<file path="src/kv_request_header_parser_defines.svh">
// assertion macros shared by the request header parser rtl
// expects clk_i and rst_ni in the scope where a macro is used
`ifndef KV_REQUEST_HEADER_PARSER_DEFINES_SVH
`define KV_REQUEST_HEADER_PARSER_DEFINES_SVH

// same-cycle implication, sampled on the rising clock edge
`define KVHP_ASSERT_IMPL(lbl, ante, cons) \
  lbl: assert property (@(posedge clk_i) disable iff (!rst_ni) (ante) |-> (cons)) \
    else $error("kvhp assertion failed");

// next-cycle implication, sampled on the rising clock edge
`define KVHP_ASSERT_NEXT(lbl, ante, cons) \
  lbl: assert property (@(posedge clk_i) disable iff (!rst_ni) (ante) |=> (cons)) \
    else $error("kvhp assertion failed");

`endif

</file>
<file path="src/kvhp_pkg.sv">
// shared constants, command word table and character class function
// for the request header parser; no dependencies
package kvhp_pkg;

  // ascii bytes the parser reacts to
  localparam logic [7:0] CH_LF   = 8'h0A;
  localparam logic [7:0] CH_CR   = 8'h0D;
  localparam logic [7:0] CH_ZERO = 8'h30;
  localparam logic [7:0] CH_NINE = 8'h39;
  localparam logic [7:0] CH_DEL  = 8'h7F;
  localparam logic [7:0] CH_SP   = 8'h20;

  // error codes
  localparam logic [1:0] ERR_NONE   = 2'd0;
  localparam logic [1:0] ERR_SYNTAX = 2'd1;
  localparam logic [1:0] ERR_SIZE   = 2'd2;

  // command codes
  localparam logic [2:0] CMD_NONE   = 3'd0;
  localparam logic [2:0] CMD_INSERT = 3'd1;
  localparam logic [2:0] CMD_UPDATE = 3'd2;
  localparam logic [2:0] CMD_DELETE = 3'd3;
  localparam logic [2:0] CMD_GET    = 3'd4;

  // size accumulator saturation point
  localparam int unsigned ACC_W = 17;
  localparam logic [ACC_W-1:0] SIZE_SAT = 17'h10000;

  // command words, in command code order
  localparam int unsigned NUM_WORDS  = 4;
  localparam int unsigned WORD_CHARS = 6;
  localparam logic [2:0] WORD_LEN [NUM_WORDS] = '{3'd6, 3'd6, 3'd6, 3'd3};
  localparam logic [7:0] WORD_TEXT [NUM_WORDS][WORD_CHARS] = '{
    '{8'h49, 8'h4E, 8'h53, 8'h45, 8'h52, 8'h54},  // INSERT
    '{8'h55, 8'h50, 8'h44, 8'h41, 8'h54, 8'h45},  // UPDATE
    '{8'h44, 8'h45, 8'h4C, 8'h45, 8'h54, 8'h45},  // DELETE
    '{8'h47, 8'h45, 8'h54, 8'h00, 8'h00, 8'h00}   // GET
  };

  // printable, non-separator ascii
  function automatic logic token_char_ok(input logic [7:0] b);
    logic ok;
    ok = 1'b1;
    if (b[7] || (b < CH_SP) || (b == CH_DEL)) begin
      ok = 1'b0;
    end else begin
      case (b) inside
        // ( ) < > @ , ; : \ " / [ ] ? = { } space
        8'h28, 8'h29, 8'h3C, 8'h3E, 8'h40, 8'h2C, 8'h3B, 8'h3A, 8'h5C,
        8'h22, 8'h2F, 8'h5B, 8'h5D, 8'h3F, 8'h3D, 8'h7B, 8'h7D, 8'h20: begin
          ok = 1'b0;
        end
        default: begin
          ok = 1'b1;
        end
      endcase
    end
    return ok;
  endfunction

endpackage

</file>
<file path="src/kvhp_cmd_match.sv">
// command token matcher: compares the stored token with the command words
// depends on kvhp_pkg
module kvhp_cmd_match import kvhp_pkg::*; #(
  parameter int unsigned MAX_COMMAND_CHARS = 6,
  parameter int unsigned LEN_W             = 3
) (
  input  logic [7:0]       chars_i [MAX_COMMAND_CHARS],
  input  logic [LEN_W-1:0] len_i,
  output logic [2:0]       code_o
);

  logic [NUM_WORDS-1:0] word_hit;

  // per-word compare over the stored characters
  always_comb begin
    for (int w = 0; w < NUM_WORDS; w++) begin
      word_hit[w] = (len_i == LEN_W'(WORD_LEN[w]));
      for (int i = 0; i < WORD_CHARS; i++) begin
        if ((i < int'(WORD_LEN[w])) && (chars_i[i] != WORD_TEXT[w][i])) begin
          word_hit[w] = 1'b0;
        end
      end
    end
  end

  // lowest matching word wins
  always_comb begin
    code_o = CMD_NONE;
    for (int w = NUM_WORDS - 1; w >= 0; w--) begin
      if (word_hit[w]) begin
        code_o = 3'(w + 1);
      end
    end
  end

endmodule

</file>
<file path="src/kv_request_header_parser.sv">
// request header parser top level: input stage, parse logic, result stage
// depends on kvhp_pkg, kvhp_cmd_match and kv_request_header_parser_defines.svh
//
// usage:
//   input channel (in_valid_i/in_ready_o) carries one request byte per
//   transaction with a restart flag that returns the parser to command start
//   before the byte is handled. output channel (out_valid_o/out_ready_i)
//   carries exactly one result per input byte, in order.
//   cfg_we_i/cfg_wdata_i write the largest accepted key size; write it only
//   while no transaction is in flight.
//   an accepted byte passes through one input register and then one result
//   register before its result is offered on the output channel. throughput:
//   one byte per cycle while the receiver takes results; the parse logic
//   between the two registers handles one byte per cycle.
//   reset clears the parser to command start, the limit to 1024, and both
//   stages to empty. when the receiver stalls, the result register holds and
//   the input register still takes one more byte, after which in_ready_o
//   drops until the result is taken.
//
`include "kv_request_header_parser_defines.svh"

module kv_request_header_parser import kvhp_pkg::*; #(
  parameter int unsigned MAX_COMMAND_CHARS = 6
) (
  input  logic        clk_i,
  input  logic        rst_ni,
  // configuration
  input  logic        cfg_we_i,
  input  logic [15:0] cfg_wdata_i,
  // input channel
  input  logic        in_valid_i,
  output logic        in_ready_o,
  input  logic [7:0]  in_byte_i,
  input  logic        restart_i,
  // output channel
  output logic        out_valid_o,
  input  logic        out_ready_i,
  output logic        status_o,
  output logic [1:0]  error_code_o,
  output logic [2:0]  command_code_o,
  output logic        command_done_o,
  output logic [15:0] key_size_o,
  output logic        key_size_done_o
);

  localparam int unsigned LEN_W = $clog2(MAX_COMMAND_CHARS + 2);
  localparam int unsigned PROD_W = ACC_W + 4;

  typedef enum logic [1:0] {
    PH_CMD_START,
    PH_CMD,
    PH_KEY_SIZE,
    PH_KEY
  } phase_e;

  // input stage
  logic       in_vld_q;
  logic [7:0] in_byte_q;
  logic       in_restart_q;
  logic       advance;

  // parser state
  phase_e           phase_q, phase_d, phase_eff;
  logic [LEN_W-1:0] len_q, len_d, len_eff;
  logic [ACC_W-1:0] acc_q, acc_d, acc_eff;
  logic [7:0]       chars_q [MAX_COMMAND_CHARS];
  logic [15:0]      max_key_q;
  logic             store;
  logic             tok_ok;
  logic [2:0]       match_code;
  logic [PROD_W-1:0] acc_prod;

  // result stage
  logic        out_vld_q;
  logic        status_d, status_q;
  logic [1:0]  err_d, err_q;
  logic [2:0]  code_d, code_q;
  logic        cdone_d, cdone_q;
  logic [15:0] ksize_d, ksize_q;
  logic        kdone_d, kdone_q;

  // handshake: a byte moves on when the result register is free or drains
  assign advance    = in_vld_q && (!out_vld_q || out_ready_i);
  assign in_ready_o = !in_vld_q || advance;

  // input register
  always_ff @(posedge clk_i or negedge rst_ni) begin
    if (!rst_ni) begin
      in_vld_q <= 1'b0;
    end else if (in_ready_o) begin
      in_vld_q <= in_valid_i;
    end
  end

  always_ff @(posedge clk_i) begin
    if (in_valid_i && in_ready_o) begin
      in_byte_q    <= in_byte_i;
      in_restart_q <= restart_i;
    end
  end

  // key size limit register
  always_ff @(posedge clk_i or negedge rst_ni) begin
    if (!rst_ni) begin
      max_key_q <= 16'd1024;
    end else if (cfg_we_i) begin
      max_key_q <= cfg_wdata_i;
    end
  end

  // command word match on the stored token
  kvhp_cmd_match #(
    .MAX_COMMAND_CHARS(MAX_COMMAND_CHARS),
    .LEN_W            (LEN_W)
  ) u_cmd_match (
    .chars_i(chars_q),
    .len_i  (len_q),
    .code_o (match_code)
  );

  // restart applies before the byte is handled
  assign phase_eff = in_restart_q ? PH_CMD_START : phase_q;
  assign len_eff   = in_restart_q ? '0 : len_q;
  assign acc_eff   = in_restart_q ? '0 : acc_q;
  assign tok_ok    = token_char_ok(in_byte_q);

  // acc * 10 + digit
  assign acc_prod = (PROD_W'(acc_eff) << 3) + (PROD_W'(acc_eff) << 1)
                  + PROD_W'(in_byte_q[3:0]);

  // per-byte parse
  always_comb begin
    phase_d  = phase_eff;
    len_d    = len_eff;
    acc_d    = acc_eff;
    store    = 1'b0;
    status_d = 1'b0;
    err_d    = ERR_NONE;
    code_d   = CMD_NONE;
    cdone_d  = 1'b0;
    ksize_d  = '0;
    kdone_d  = 1'b0;
    case (phase_eff)
      PH_CMD_START: begin
        if (!tok_ok) begin
          status_d = 1'b1;
          err_d    = ERR_SYNTAX;
        end else begin
          store   = 1'b1;
          phase_d = PH_CMD;
        end
      end
      PH_CMD: begin
        if (in_byte_q == CH_LF) begin
          len_d = '0;
          if (match_code == CMD_NONE) begin
            status_d = 1'b1;
            err_d    = ERR_SYNTAX;
          end else begin
            code_d  = match_code;
            cdone_d = 1'b1;
            phase_d = PH_KEY_SIZE;
          end
        end else if (in_byte_q == CH_CR) begin
          // carriage return ignored
        end else if (!tok_ok) begin
          status_d = 1'b1;
          err_d    = ERR_SYNTAX;
        end else begin
          store = 1'b1;
        end
      end
      PH_KEY_SIZE: begin
        if (in_byte_q == CH_LF) begin
          acc_d = '0;
          if (acc_eff > ACC_W'(max_key_q)) begin
            status_d = 1'b1;
            err_d    = ERR_SIZE;
          end else begin
            ksize_d = acc_eff[15:0];
            kdone_d = 1'b1;
            phase_d = PH_KEY;
          end
        end else if (in_byte_q == CH_CR) begin
          // carriage return ignored
        end else if ((in_byte_q < CH_ZERO) || (in_byte_q > CH_NINE)) begin
          status_d = 1'b1;
          err_d    = ERR_SYNTAX;
        end else if (acc_prod > PROD_W'(SIZE_SAT)) begin
          acc_d = SIZE_SAT;
        end else begin
          acc_d = acc_prod[ACC_W-1:0];
        end
      end
      default: begin
        // key phase absorbs bytes
      end
    endcase
    // token length saturates one past the buffer size
    if (store && (len_eff <= LEN_W'(MAX_COMMAND_CHARS))) begin
      len_d = len_eff + 1'b1;
    end
  end

  // parser state registers
  always_ff @(posedge clk_i or negedge rst_ni) begin
    if (!rst_ni) begin
      phase_q <= PH_CMD_START;
      len_q   <= '0;
      acc_q   <= '0;
    end else if (advance) begin
      phase_q <= phase_d;
      len_q   <= len_d;
      acc_q   <= acc_d;
    end
  end

  // token buffer, one write port
  for (genvar e = 0; e < MAX_COMMAND_CHARS; e++) begin : g_chars
    always_ff @(posedge clk_i) begin
      if (advance && store && (len_eff == LEN_W'(e))) begin
        chars_q[e] <= in_byte_q;
      end
    end
  end

  // result register
  always_ff @(posedge clk_i or negedge rst_ni) begin
    if (!rst_ni) begin
      out_vld_q <= 1'b0;
    end else if (advance) begin
      out_vld_q <= 1'b1;
    end else if (out_ready_i) begin
      out_vld_q <= 1'b0;
    end
  end

  always_ff @(posedge clk_i) begin
    if (advance) begin
      status_q <= status_d;
      err_q    <= err_d;
      code_q   <= code_d;
      cdone_q  <= cdone_d;
      ksize_q  <= ksize_d;
      kdone_q  <= kdone_d;
    end
  end

  assign out_valid_o     = out_vld_q;
  assign status_o        = status_q;
  assign error_code_o    = err_q;
  assign command_code_o  = code_q;
  assign command_done_o  = cdone_q;
  assign key_size_o      = ksize_q;
  assign key_size_done_o = kdone_q;

  // checks
  `KVHP_ASSERT_IMPL(a_stall_blocks_advance, out_vld_q && !out_ready_i, !advance)
  `KVHP_ASSERT_IMPL(a_reject_has_error,
    out_vld_q && status_q, (err_q != ERR_NONE) && !cdone_q && !kdone_q)
  `KVHP_ASSERT_IMPL(a_done_has_code,
    out_vld_q && cdone_q, !status_q && (code_q != CMD_NONE))
  `KVHP_ASSERT_IMPL(a_len_clear_past_cmd,
    (phase_q == PH_KEY_SIZE) || (phase_q == PH_KEY), len_q == '0)
  `KVHP_ASSERT_IMPL(a_acc_clear_outside_size,
    phase_q != PH_KEY_SIZE, acc_q == '0)
  `KVHP_ASSERT_NEXT(a_acc_bounded, 1'b1, acc_q <= SIZE_SAT)

endmodule
</file>
<file path="config.mk">
export PLATFORM = sky130hd
export DESIGN_NAME = kv_request_header_parser
export DESIGN_NICKNAME = d
export VERILOG_FILES = /design/src/kvhp_pkg.sv /design/src/kvhp_cmd_match.sv /design/src/kv_request_header_parser.sv
export VERILOG_INCLUDE_DIRS = /design/src /design/src/src
export SDC_FILE = /design/constraint.sdc
export NUM_CORES = 1
export LEC_CHECK = 0
export BUFFER_PORTS_ARGS = -buffer_cell sky130_fd_sc_hd__buf_2
export CORE_ASPECT_RATIO = 1.1
export CORE_MARGIN = 2
export CORE_UTILIZATION = 44
export CTS_CLUSTER_DIAMETER = 80
export DETAILED_ROUTE_END_ITERATION = 7
export HOLD_SLACK_MARGIN = 0.1
export PLACE_DENSITY = 0.6
export SETUP_SLACK_MARGIN = 0.2
export SKIP_LAST_GASP = 1
export SLEW_MARGIN = 20
export SYNTH_ARGS = -nofsm -noshare
export SYNTH_HDL_FRONTEND = slang
export SYNTH_SLANG_ARGS = --single-unit
</file>
<file path="constraint.sdc">
create_clock -name clk_i -period 9.1 [get_ports clk_i]
set_input_delay 0.91 -clock clk_i [delete_from_list [all_inputs] [get_ports clk_i]]
set_output_delay 0.91 -clock clk_i [all_outputs]
set_load 0.03 [all_outputs]
</file>
; ---- Yosys cells after proc, flatten, opt, wreduce, memory -nomap -nowiden
; Index checks and enable logic that the tools add are counted.
[totals]
reg_bits = 121
out_inout_bits = 26
[classes]
n_addsub = 3
order_cmp = 6
eq_ne = 47
n_mux = 70
bitwise = 3
n_reduce_logical = 26
[ops]
columns = operator, n
row1 = $ne A8 B7 Y1 const B, 17
row2 = $mux W17, 6
row3 = $eq A8 B6 Y1 const B, 12
row4 = $eq A8 B7 Y1 const B, 7
row5 = $mux W1, 43
row6 = $mux W3, 8
row7 = $add A20 B18 Y21, 1
row8 = $add A21 B4 Y21, 1
row9 = $gt A21 B17 Y1 const B, 1
row10 = $mux W2, 9
row11 = $reduce_or A18 Y1, 1
row12 = $gt A17 B16 Y1, 1
row13 = $eq A8 B4 Y1 const B, 2
row14 = $lt A8 B6 Y1 const B, 2
row15 = $pmux W2 S3, 2
row16 = $logic_and A1 B1 Y1, 10
row17 = $eq A3 B2 Y1 const B, 3
row18 = $eq A3 B3 Y1 const B, 3
row19 = $gt A8 B6 Y1 const B, 1
row20 = $logic_not A3 Y1, 2
row21 = $reduce_or A3 Y1, 2
row22 = $logic_or A1 B1 Y1, 5
row23 = $reduce_and A2 Y1, 2
row24 = $add A3 B1 Y3 const B, 1
row25 = 10 further kinds, 13

; ---- Logic depth before layout (Yosys ltp)
; Gate-level depths: netlist (run 1).
[logic_depth]
depth_word = 14
ltp_mapped = 15
depth_no_buf = 14

; ---- By module
; From an unflattened synthesis (run 1), not the netlist that was laid out.
[hier_totals]
cells_unflattened = 621
hier_area_um2 = 6771.5
[by_module_without_submodules]
columns = mod, n_inst, cells_per_inst, area_each_um2
row1 = kv_request_header_parser, 1, 583, 6456.2
row2 = kvhp_cmd_match, 1, 38, 315.3

; ---- Worst setup path before layout (run 1)
; No wires, ideal clock.
[synth_timing]
path_kind = reg-to-reg
startpoint = register in_restart_q
endpoint = register acc_q[6]
setup_ns = 0.093
t_arrival_ns = 3.671
slack_ns = 5.336
stages_incl_launch_ff = 14
n_path_buf = 2
period_less_slack_ns = 3.764
cell_sequence = edfxtp_1 > clkbuf_1 > clkbuf_1 > nor2b_1 > ha_1 > ha_1 > a21o_1 > a21o_1 > a221o_1 > or3_1 > a222oi_1 > and4_1 > o2111ai_4 > o31ai_2
[synth_via]
elab_chain_len = 9
elab_cells_between_ends = 11
[synth_lines]
columns = element, line
row1 = from (decl), kv_request_header_parser.sv:59  ; logic in_restart_q;
row2 = from (signal assigned), kv_request_header_parser.sv:98  ; in_restart_q <= restart_i;
row3 = $mux W17, kv_request_header_parser.sv:124  ; assign acc_eff = in_restart_q ? '0 : acc_q;
row4 = net acc_eff[11], kv_request_header_parser.sv:65  ; logic [ACC_W-1:0] acc_q, acc_d, acc_eff;
row5 = $add A20 B18 Y21, kv_request_header_parser.sv:128  ; assign acc_prod = (PROD_W'(acc_eff) << 3) + (PROD_W'(acc_eff) << 1)
row6 = $add A21 B4 Y21, kv_request_header_parser.sv:129  ; + PROD_W'(in_byte_q[3:0]);
row7 = $gt A21 B17 Y1, kv_request_header_parser.sv:189  ; end else if (acc_prod > PROD_W'(SIZE_SAT)) begin
row8 = $mux W17, kv_request_header_parser.sv:189
row9 = $mux W17, kv_request_header_parser.sv:186  ; end else if ((in_byte_q < CH_ZERO) || (in_byte_q > CH_NINE)) begin
row10 = $mux W17, kv_request_header_parser.sv:184  ; end else if (in_byte_q == CH_CR) begin
row11 = $mux W17, kv_request_header_parser.sv:174  ; if (in_byte_q == CH_LF) begin
row12 = $mux W17, kv_request_header_parser.sv:143  ; case (phase_eff)
row13 = to (signal assigned), kv_request_header_parser.sv:210  ; acc_q <= '0;
row14 = to (signal assigned), kv_request_header_parser.sv:214  ; acc_q <= acc_d;
row15 = to (decl), kv_request_header_parser.sv:65
; The timed path passes the listed nets, and every way through them passes these cells.
; A chain may end at the register's enable or synchronous reset.

; ---- Worst setup path in the final report (run 1)
[layout_timing]
startpoint = register in_restart_q
endpoint = register acc_q[14]
[layout_via]
elab_chain_len = 9
elab_cells_between_ends = 11
[layout_lines]
columns = element, line
row1 = $mux W17, kv_request_header_parser.sv:124
row2 = $add A20 B18 Y21, kv_request_header_parser.sv:128
row3 = $add A21 B4 Y21, kv_request_header_parser.sv:129
row4 = $gt A21 B17 Y1, kv_request_header_parser.sv:189
row5 = $mux W17, kv_request_header_parser.sv:189
row6 = $mux W17, kv_request_header_parser.sv:186
row7 = $mux W17, kv_request_header_parser.sv:184
row8 = $mux W17, kv_request_header_parser.sv:174
row9 = $mux W17 (*), kv_request_header_parser.sv:143
; Every way passes the cells marked *; elsewhere a longest branch is shown, timed or not.

==> results.ini, run 1 <==
[run_status]
result_of_the_run = complete, no violations

[power]
ir_worst_vdd_mv = 0.133
leakage_power_nw = 3.39
netSwitchingFraction_pct = 23.8
p_total_mw = 1.43
power.share.combinational_pct = 9.1
seqPwrFrac_pct = 44.7
power_density_mw_per_mm2 = 184
power.internal_mw = 1.09
switchingPower_uw = 341
p_clk_share_pct = 46.3

[critical_path]
crit_arrival_ns = 4.67
cp-end-kind = register
depth_of_the_most_critical_reg_to_reg_path = 15
critPathSlowestCell = sky130_fd_sc_hd__nor4_4
setup.worst_path.start = in_restart_q
path_class = reg2reg
worstPathBufferInverterCount = 3
required_ns = 9.41
max_stage_delay_ns = 0.58
path_delay_family = simple AND/OR/NAND/NOR gates
crit_path_max_fanout = 29
crit_chain = buf_4 > nor2b_1 > inv_1 > xnor2_1 > ha_1 > inv_1 > fa_1 > nand2b_1 > a21oi_2 > o211ai_1 > nand4_1 > nand4_1 > nor4_4 > nand2_1 > o41ai_1
worst_r2r_endpoint = acc_q[14]
rrSetupSlack_ns = 4.74
r2r_start = in_restart_q
setup.worst_path.start_class = register

[routing]
drc_errors = 0
drt-pass1-iter-count = 5
antenna_left = 0
first_iter_violations = 332
vias_per_cell = 5.68
average_wire_length_per_cell_after_detail_routing_um = 18.1
detailed_route_via_count = 5029
overall_routed_net_length_mm = 16.0

[worst_hold_path]
min-delay-start = acc_q[9]
hold_path_end = acc_q[9]
min_path_type = reg2reg
holdPathStages = 2

[global_route]
antenna_found_initial = 0
globalRouteOverflowTotal = 0
grt_pass1_wl_mm = 26.3
globalRouteTotalUtil_pct = 21.0
largest_net_degree_at_the_start_of_global_routing = 41
grt_pass1_vias = 5119

[final_layout]
mostFrequentLayoutCells = sky130_fd_sc_hd__edfxtp_1 (81), sky130_fd_sc_hd__nand2_1 (64), sky130_fd_sc_hd__buf_2 (55), sky130_fd_sc_hd__ha_1 (54)
diodes = 0
layout_commonest_cell = sky130_fd_sc_hd__edfxtp_1
drive_above_1_share_pct = 14.6
finalNetCount = 762
fillCellCount = 1327
syn_to_final_growth_pct = 16.0

[timing]
max_slew_margin_pct = 35.4
max_freq_mhz = 229
period_share_pct = 47.9
timing_worst_slew_pin_value_ns = 0.969
setup_viol = 0
hold_viol_final = 0
unrepaired_setup_endpoints_after_global_routing = false
totalNegativeSetupSlack_ns = 0
maxSlewViolCount = 0
layout_setup_ws_ns = 4.74
timing.clock.skew_ns = 0.0140
period_needed_ns = 4.36

[synthesis]
post_synth.cell_area_avg_sq_um = 10.9
post_synth_instance_area_sq_mm = 0.00671
ys.warnings.count = 0
synth_enable_flop_cells = 81
synth_cell_type_count = 66
yosys_register_bits = 121
async_reset_ff_share_pct = 33.1
synth.yosys.seq_area_share_pct = 51.2
nets_in_the_synthesized_netlist = 701
dominantRegCellSynth = sky130_fd_sc_hd__edfxtp_1
netlist_instances = 616

[place]
dpl.hpwl_mm = 11.8
pre_cts_ws_ns = 4.81
port_buffers = 55
gp_congestion = 0.901

[floorplan]
area_of_the_die_sq_mm = 0.0163
boundaryPins = 56
start_util_pct = 44.8
fp-row-count = 47
die_height_um = 134
fp.dieW_um = 122
core_area_sq_mm = 0.0150

[cts]
tritoncts = built
cts-hold-fix-buffers = 0
cts.sinks = 121
clock_tree_buf_depth = 2
post_cts.repair.setup_buffers = 0
cells_resized_by_post_cts_repair = 0
cts.htree.levels = 4
cts_made_buffers = 17
clkLatencyLatePin_ns = 0.42
cts.reportedPaths.clkPinSlew_ns = 0.06
cts.root.buffer_cell = sky130_fd_sc_hd__clkbuf_16

[flow_run]
cap_violations = 0

-- metrics by stage --
stage	hold WS [ns]	instance area [sq um]	util, %	cells
3_5_place_dp	0.472	7190	48.0	854
4_1_cts	0.484	7780	51.9	886
5_1_grt	0.526	7780	51.9	886
3_3_place_gp	0.465	7190	48.0	854
2_1_floorplan	0.442	6710	-	616
6_report	0.481	7780	51.9	886
-- area by class of cell --
class	instances	area, sq um	area share, %
inverter	34	128	1.64
timing repair buffer	58	298	3.83
multi-input combinational	445	3090	39.7
sequential	121	3430	44.1
clock inverter	8	96.3	1.24
clock buffer	24	492	6.32
tap	196	245	3.15
-- power groups by stage --
stage                     Sequential (mW)  Clock (mW)  Combinational (mW)
final                               0.640       0.663               0.130
after global routing                0.643       0.697               0.146
after CTS                           0.640       0.670               0.131
after detailed placement            0.650           0               0.130
after global placement              0.650           0               0.126
after floorplan                     0.655           0              0.0774
-- flip-flops by register name (all words and copies together) (netlist names), 3 cells and up --
| name | count |
|---|---|
| len_q | 3 |
| command_code_o | 3 |
| max_key_q | 16 |
| chars_q | 48 |
| key_size_o | 16 |
| in_byte_q | 8 |
| acc_q | 17 |
-- cells by family after synthesis --
logic type | synth area share, %
and+or+nand+nor | 18.3
AOI/OAI and AO/OA | 15.5
DFF | 51.2
adders and majority gates | 10.4
muxes | 0.615
xor gates and xnor gates | 1.17
buffers and inverters | 2.80
-- worst max-delay path by stage --
stage | to | slack (ns) | cells after the start
floorplan | acc_q[6] | 5.34 | 13
global placement | acc_q[6] | 4.97 | 12
detailed placement | acc_q[14] | 4.81 | 15
CTS | acc_q[14] | 4.75 | 15
global route | acc_q[14] | 4.44 | 15
finish | acc_q[14] | 4.74 | 15
-- worst register-to-register path, stage by stage (launching register included) --
cell and delay, ns:
sky130_fd_sc_hd__edfxtp_1 0.36, sky130_fd_sc_hd__buf_4 0.24, sky130_fd_sc_hd__nor2b_1 0.29, sky130_fd_sc_hd__inv_1 0.18, sky130_fd_sc_hd__xnor2_1 0.17, sky130_fd_sc_hd__ha_1 0.34, sky130_fd_sc_hd__inv_1 0.07, sky130_fd_sc_hd__fa_1 0.46
sky130_fd_sc_hd__nand2b_1 0.19, sky130_fd_sc_hd__a21oi_2 0.30, sky130_fd_sc_hd__o211ai_1 0.20, sky130_fd_sc_hd__nand4_1 0.13, sky130_fd_sc_hd__nand4_1 0.16, sky130_fd_sc_hd__nor4_4 0.58, sky130_fd_sc_hd__nand2_1 0.19, sky130_fd_sc_hd__o41ai_1 0.39
-- cells in the mapped netlist (4+ instances only) --
cell type / instances / area share (%)
sky130_fd_sc_hd__nor2_1: 29 / 1.6
sky130_fd_sc_hd__o211ai_1: 5 / 0.56
sky130_fd_sc_hd__o21a_1: 7 / 0.78
sky130_fd_sc_hd__ha_1: 54 / 10
sky130_fd_sc_hd__a21o_1: 16 / 1.8
sky130_fd_sc_hd__nor2b_1: 21 / 2.0
sky130_fd_sc_hd__a31oi_1: 4 / 0.37
sky130_fd_sc_hd__edfxtp_1: 81 / 36
sky130_fd_sc_hd__inv_1: 34 / 1.9
sky130_fd_sc_hd__nand4_1: 13 / 1.2
sky130_fd_sc_hd__dfrtp_1: 39 / 15
sky130_fd_sc_hd__o2111ai_1: 5 / 0.65
sky130_fd_sc_hd__xor2_1: 6 / 0.78
sky130_fd_sc_hd__and3_1: 8 / 0.75
sky130_fd_sc_hd__or3_1: 4 / 0.37
sky130_fd_sc_hd__and2_1: 21 / 2.0
sky130_fd_sc_hd__nand2b_1: 10 / 0.93
sky130_fd_sc_hd__o21ai_1: 6 / 0.45
sky130_fd_sc_hd__clkbuf_1: 16 / 0.89
sky130_fd_sc_hd__nor4_1: 8 / 0.75
sky130_fd_sc_hd__o21ai_0: 39 / 2.9
sky130_fd_sc_hd__nor3_1: 7 / 0.52
sky130_fd_sc_hd__nand3_1: 11 / 0.82
sky130_fd_sc_hd__nand2_1: 64 / 3.6
sky130_fd_sc_hd__nor4bb_1: 9 / 1.3
sky130_fd_sc_hd__a21oi_1: 30 / 2.2
-- metal layers --
metal	vias to the layer above	track usage, %	share of wire, %
met3	31	4.54	4.0
met5	-	0	0
met2	124	35.1	50
li1	2435	-	-
met4	0	8.11	2.5
met1	2439	26.5	44
Power figures use the tool's default switching activity.
==> run 2: changes to the inputs <==
- PLACE_DENSITY: 0.6 -> 0.62
- clock period: 9.1 -> 3.8 ns (I/O delays scaled with it)
==> results.ini, run 2 (same netlist as run 1, synthesis figures left out) <==
[floorplan]
fp.dieW_um = 122  ; unchanged
die_height_um = 134  ; unchanged
fp-row-count = 47  ; unchanged
area_of_the_die_sq_mm = 0.0163  ; unchanged
boundaryPins = 56  ; unchanged
core_area_sq_mm = 0.0150  ; unchanged
start_util_pct = 44.8  ; unchanged

[critical_path]
crit_path_max_fanout = 14  ; was 29
path_class = reg2reg  ; unchanged
setup.worst_path.start_class = register  ; unchanged
cp-end-kind = register  ; unchanged
crit_arrival_ns = 3.95  ; was 4.67 ns
required_ns = 4.13  ; was 9.41 ns

[global_route]
globalRouteOverflowTotal = 0  ; unchanged
globalRouteTotalUtil_pct = 21.5  ; was 21.0%
grt_pass1_vias = 5184  ; was 5119
largest_net_degree_at_the_start_of_global_routing = 41  ; unchanged
grt_pass1_wl_mm = 26.8  ; was 26.3 mm
antenna_found_initial = 0  ; unchanged

[final_layout]
syn_to_final_growth_pct = 22.7  ; was 16.0%
finalNetCount = 797  ; was 762
biggestRegsByFlops = chars_q x48, acc_q x17  ; unchanged
max_reg_flops = 48  ; unchanged
final_cell_area_sq_mm = 0.00823  ; was 0.00778 sq mm
diodes = 0  ; unchanged
final_cells = 921  ; was 886
utilization_pct = 54.9  ; was 51.9%
layout_commonest_cell = sky130_fd_sc_hd__edfxtp_1  ; unchanged
fillCellCount = 1283  ; was 1327
mostFrequentLayoutCells = sky130_fd_sc_hd__edfxtp_1 (81), sky130_fd_sc_hd__nand2_1 (64), sky130_fd_sc_hd__buf_2 (55), sky130_fd_sc_hd__ha_1 (50), sky130_fd_sc_hd__dfrtp_1 (39)  ; was sky130_fd_sc_hd__edfxtp_1 (81), sky130_fd_sc_hd__nand2_1 (64), sky130_fd_sc_hd__buf_2 (55), sky130_fd_sc_hd__ha_1 (54)
register_containing_the_most_flip_flops_in_the_final_layout = chars_q  ; unchanged
drive_above_1_share_pct = 23.2  ; was 14.6%

[power]
power_density_mw_per_mm2 = 419  ; was 184 mW/mm^2
p_total_mw = 3.45  ; was 1.43 mW
leakage_power_nw = 3.57  ; was 3.39 nW
ir_worst_vdd_mv = 0.273  ; was 0.133 mV

[cts]
cts.root.buffer_cell = sky130_fd_sc_hd__clkbuf_16  ; unchanged
tritoncts = built  ; unchanged
cts.htree.levels = 4  ; unchanged
clock_tree_buf_depth = 2  ; unchanged
cts.sinks = 121  ; unchanged
cts.reportedPaths.clkPinSlew_ns = 0.06  ; about the same
cts_made_buffers = 17  ; unchanged
clkLatencyLatePin_ns = 0.42  ; about the same
cts-hold-fix-buffers = 0  ; unchanged

[worst_hold_path]
min_path_type = in2async  ; was reg2reg

[routing]
detailed_route_via_count = 5203  ; was 5029
antenna_left = 0  ; unchanged
vias_per_cell = 5.65  ; was 5.68
drc_errors = 0  ; unchanged
drt-pass1-iter-count = 5  ; unchanged
average_wire_length_per_cell_after_detail_routing_um = 18.2  ; was 18.1 um
overall_routed_net_length_mm = 16.8  ; was 16.0 mm
first_iter_violations = 390  ; was 332

[timing]
hold_viol_final = 0  ; unchanged
period_share_pct = 95.3  ; was 47.9%
timing.clock.skew_ns = 0.00716  ; was 0.0140 ns
max_slew_margin_pct = 37.8  ; was 35.4%
totalNegativeSetupSlack_ns = 0  ; unchanged
max_freq_mhz = 276  ; was 229 MHz
tightest_hold_margin_ns = 0.105  ; was 0.481 ns
timing_worst_slew_pin_value_ns = 0.933  ; was 0.969 ns
period_needed_ns = 3.62  ; was 4.36 ns
setup_viol = 0  ; unchanged
unrepaired_setup_endpoints_after_global_routing = true  ; was false
maxSlewViolCount = 0  ; unchanged
layout_setup_ws_ns = 0.177  ; was 4.74 ns

[place]
dpl.hpwl_mm = 12.2  ; was 11.8 mm
port_buffers = 55  ; unchanged
placed_area_sq_mm = 0.00744  ; was 0.00719 sq mm
pre_cts_ws_ns = -0.0738  ; was 4.81 ns
gp_congestion = 0.902  ; was 0.901
place_inst = 884  ; was 854

[flow_run]
cap_violations = 0  ; unchanged

[run_status]
result_of_the_run = complete, no violations  ; unchanged

[run 2: cell types whose count changed in the layout (fill, tap and decap cells not counted), sizes merged]
cell / delta
clkbuf: -5
inv: +2
o2111ai: +1
clkinv: +2
buf: +33
clkinvlp: +2
[run 2: final timing paths]
path,from,to,depth (start not counted),slack (ns)
worst max-delay path,in_restart_q,acc_q[6],12,0.18
worst min-delay path,rst_ni,max_key_q[9],1,0.10
worst max register to register,in_restart_q,acc_q[6],12,0.18
worst min register to register,acc_q[12],acc_q[12],2,0.50
max in group asynchronous,rst_ni,max_key_q[4],1,3.11
min in group clk_i,in_byte_i[6],in_byte_q[6],1,0.14
[run 2: critical path: stages (launching register included)]
cell and delay (ns):
sky130_fd_sc_hd__edfxtp_1 0.46, sky130_fd_sc_hd__buf_12 0.21, sky130_fd_sc_hd__nor2b_4 0.16, sky130_fd_sc_hd__ha_1 0.25, sky130_fd_sc_hd__ha_1 0.31, sky130_fd_sc_hd__buf_4 0.17, sky130_fd_sc_hd__and4_1 0.21, sky130_fd_sc_hd__a221o_1 0.35
sky130_fd_sc_hd__or3_1 0.33, sky130_fd_sc_hd__a222oi_1 0.34, sky130_fd_sc_hd__and4_4 0.33, sky130_fd_sc_hd__o2111ai_4 0.17, sky130_fd_sc_hd__o31ai_2 0.23
[run 2: cell type report]
cell class              count  area [sq um]  area share [%]
repair buffers             92           583            7.08
well taps                 196           245            2.98
flip-flops and latches    121          3430            41.7
inverters                  34           128            1.55
multi-input cells         446          3270            39.7
clock buffers              18           429            5.21
clock inverters            14           149            1.81
[run 2: layer usage]
metal / track usage [%] / part of all wire [%] / vias up
met2: 36.5 / 51 / 142
met1: 26.6 / 42 / 2513
met3: 3.94 / 4.1 / 42
met5: 0 / 0 / -
met4: 9.83 / 3.5 / 0
li1: - / - / 2506
[run 2: power breakdown]
part           internal, mW  switching, mW
clock network         0.966          0.600
registers              1.48         0.0457
logic                 0.134          0.229
total                  2.58          0.875
[run 2: repair_timing]
action,CTS,global route
pin swaps,4,8
cloned,1,1
endpoints found under the setup margin,16,16
buffers inserted,1,2
gates resized for setup,20,20
==> run 3: changes to the inputs <==
- CTS_BUF_LIST: not set -> sky130_fd_sc_hd__clkbuf_4
==> results.ini, run 3 (same netlist as run 1, synthesis figures left out) <==
[final_layout]
finalNetCount = 834  ; was 797
syn_to_final_growth_pct = 26.9  ; was 22.7%
biggestRegsByFlops = chars_q x48, acc_q x17  ; unchanged
mostFrequentLayoutCells = sky130_fd_sc_hd__edfxtp_1 (81), sky130_fd_sc_hd__nand2_1 (64), sky130_fd_sc_hd__buf_2 (55), sky130_fd_sc_hd__buf_4 (42), sky130_fd_sc_hd__ha_1 (41)  ; was sky130_fd_sc_hd__edfxtp_1 (81), sky130_fd_sc_hd__nand2_1 (64), sky130_fd_sc_hd__buf_2 (55), sky130_fd_sc_hd__ha_1 (50), sky130_fd_sc_hd__dfrtp_1 (39)
max_reg_flops = 48  ; unchanged
final_cells = 959  ; was 921
layout_commonest_cell = sky130_fd_sc_hd__edfxtp_1  ; unchanged
register_containing_the_most_flip_flops_in_the_final_layout = chars_q  ; unchanged
utilization_pct = 56.8  ; was 54.9%
drive_above_1_share_pct = 26.6  ; was 23.2%

[critical_path]
required_ns = 4.26  ; was 4.13 ns
crit_path_max_fanout = 7  ; was 14
max_stage_delay_ns = 0.54  ; was 0.46 ns
crit_chain = buf_12 > nor2b_4 > ha_4 > ha_4 > a21oi_1 > o21ai_2 > a221o_1 > or3_4 > a222oi_1 > and4_4 > o2111ai_4 > o31ai_2  ; was buf_12 > nor2b_4 > ha_1 > ha_1 > buf_4 > and4_1 > a221o_1 > or3_1 > a222oi_1 > and4_4 > o2111ai_4 > o31ai_2
path_class = reg2reg  ; unchanged
timing.critical_path.mode_cell = sky130_fd_sc_hd__ha_4  ; was sky130_fd_sc_hd__ha_1
setup.worst_path.start_class = register  ; unchanged
cp-end-kind = register  ; unchanged
critPathSlowestCell = sky130_fd_sc_hd__edfxtp_1  ; unchanged
path_delay_family = compound AO/OA/AOI/OAI gates  ; unchanged
crit_arrival_ns = 4.21  ; was 3.95 ns
worstPathBufferInverterCount = 1  ; was 2

[routing]
overall_routed_net_length_mm = 17.2  ; was 16.8 mm
first_iter_violations = 426  ; was 390
drt-pass1-iter-count = 5  ; unchanged
vias_per_cell = 5.64  ; was 5.65
detailed_route_via_count = 5405  ; was 5203
drc_errors = 0  ; unchanged
antenna_left = 0  ; unchanged
average_wire_length_per_cell_after_detail_routing_um = 17.9  ; was 18.2 um

[cts]
cts.sinks = 121  ; unchanged
cts_made_buffers = 17  ; unchanged
clock_tree_buf_depth = 2  ; unchanged
cts.htree.levels = 4  ; unchanged
tritoncts = built  ; unchanged
clkLatencyLatePin_ns = 0.54  ; was 0.42 ns
cts.reportedPaths.clkPinSlew_ns = 0.12  ; was 0.06 ns
cts.root.buffer_cell = sky130_fd_sc_hd__clkbuf_4  ; was sky130_fd_sc_hd__clkbuf_16

[place]
gp_congestion = 0.902  ; unchanged
dpl.hpwl_mm = 12.2  ; unchanged
place_inst = 884  ; unchanged
port_buffers = 55  ; unchanged

[global_route]
grt_pass1_wl_mm = 27.0  ; was 26.8 mm
largest_net_degree_at_the_start_of_global_routing = 41  ; unchanged
globalRouteTotalUtil_pct = 21.6  ; was 21.5%
globalRouteOverflowTotal = 0  ; unchanged
antenna_found_initial = 1  ; was 0
grt_pass1_vias = 5256  ; was 5184

[floorplan]
core_area_sq_mm = 0.0150  ; unchanged
boundaryPins = 56  ; unchanged
fp.dieW_um = 122  ; unchanged
start_util_pct = 44.8  ; unchanged
fp-row-count = 47  ; unchanged
area_of_the_die_sq_mm = 0.0163  ; unchanged
die_height_um = 134  ; unchanged

[worst_hold_path]
min_path_type = in2reg  ; was in2async

[timing]
tightest_hold_margin_ns = 0.131  ; was 0.105 ns
timing.clock.skew_ns = 0.0179  ; was 0.00716 ns
setup_viol = 0  ; unchanged
max_slew_margin_pct = 36.7  ; was 37.8%
maxSlewViolCount = 0  ; unchanged
max_freq_mhz = 267  ; was 276 MHz
timing_worst_slew_pin_value_ns = 0.950  ; was 0.933 ns
period_share_pct = 98.7  ; was 95.3%
period_needed_ns = 3.75  ; was 3.62 ns
hold_viol_final = 0  ; unchanged
unrepaired_setup_endpoints_after_global_routing = true  ; unchanged

[power]
power_density_mw_per_mm2 = 332  ; was 419 mW/mm^2
ir_worst_vdd_mv = 0.175  ; was 0.273 mV
leakage_power_nw = 3.62  ; was 3.57 nW

[flow_run]
cap_violations = 0  ; unchanged

[run_status]
result_of_the_run = complete, no violations  ; unchanged

-- run 3: cell types whose count changed in the layout (fill, tap and decap cells not counted), moves of 4 or more --
cell | previous run | this run
sky130_fd_sc_hd__dlygate4sd3_1 | 0 | 27
sky130_fd_sc_hd__clkbuf_4 | 0 | 18
sky130_fd_sc_hd__clkbuf_16 | 18 | 2
sky130_fd_sc_hd__ha_1 | 50 | 41
sky130_fd_sc_hd__ha_4 | 1 | 9
sky130_fd_sc_hd__buf_4 | 35 | 42
sky130_fd_sc_hd__nor2b_4 | 7 | 11
sky130_fd_sc_hd__o21ai_2 | 0 | 4
-- run 3: power breakdown --
group	internal (mW)	leakage (nW)	switching, mW
logic	0.160	2.20	0.238
clock network	0.400	0.146	0.507
registers	1.48	1.27	0.0467
-- run 3: timing repair --
action,CTS,global route
pin swaps,5,22
gates cloned,1,2
hold endpoints to repair,65,0
setup buffers,2,10
hold buffers,27,0
gates resized for setup,22,54
endpoints found under the setup margin,16,17
-- run 3: through the flow --
| step | power [mW] | TNS, ns | setup WS [ns] | cell area (sq um) |
|---|---|---|---|---|
| after global placement | 1.87 | 0 | 0.0445 | 7440 |
| after floorplan | 1.75 | 0 | 0.214 | 6730 |
| after global routing | 2.94 | -0.122 | -0.0439 | 8510 |
| after detailed placement | 1.89 | -0.292 | -0.0738 | 7440 |
| after CTS | 2.82 | 0 | 0.195 | 8100 |
| final | 2.83 | 0 | 0.0488 | 8510 |
-- run 3: area by class of cell --
cell class	count	area (sq um)
Tap cell	196	245
Clock buffer	18	135
Antenna cell	1	2.50
Clock inverter	14	149
Multi-Input combinational cell	446	3470
Sequential cell	121	3430
Inverter	34	128
Timing Repair Buffer	129	953
Fill cell	1260	6480
-- run 3: final timing paths --
kind,from,end,slack [ns],depth (start not counted)
setup / recovery,in_restart_q,acc_q[8],0.05,12
hold reg to reg,acc_q[12],acc_q[12],0.51,2
max in group asynchronous,rst_ni,len_q[0],2.68,2
hold / removal,out_ready_i,out_valid_o,0.13,3
min in group asynchronous,rst_ni,max_key_q[9],0.52,2
setup reg to reg,in_restart_q,acc_q[8],0.05,12
-- run 3: worst register-to-register path, delay by kind of cell, from the launching register on --
kind	cells	cell delay, ns
flip-flops	1	0.54
AO/OA/AOI/OAI	6	1.49
adder cells (fa/ha/maj)	2	0.49
buffers and inverters	1	0.22
AND/OR/NAND/NOR	3	0.94
-- run 3: metal layers --
layer  share of wire [%]  routed length, um  track usage, %
met5                   0                  0               0
met4                 3.2                548            10.7
met3                 3.7                635            3.64
met2                  52               8880            36.9
met1                  41               7140            26.4
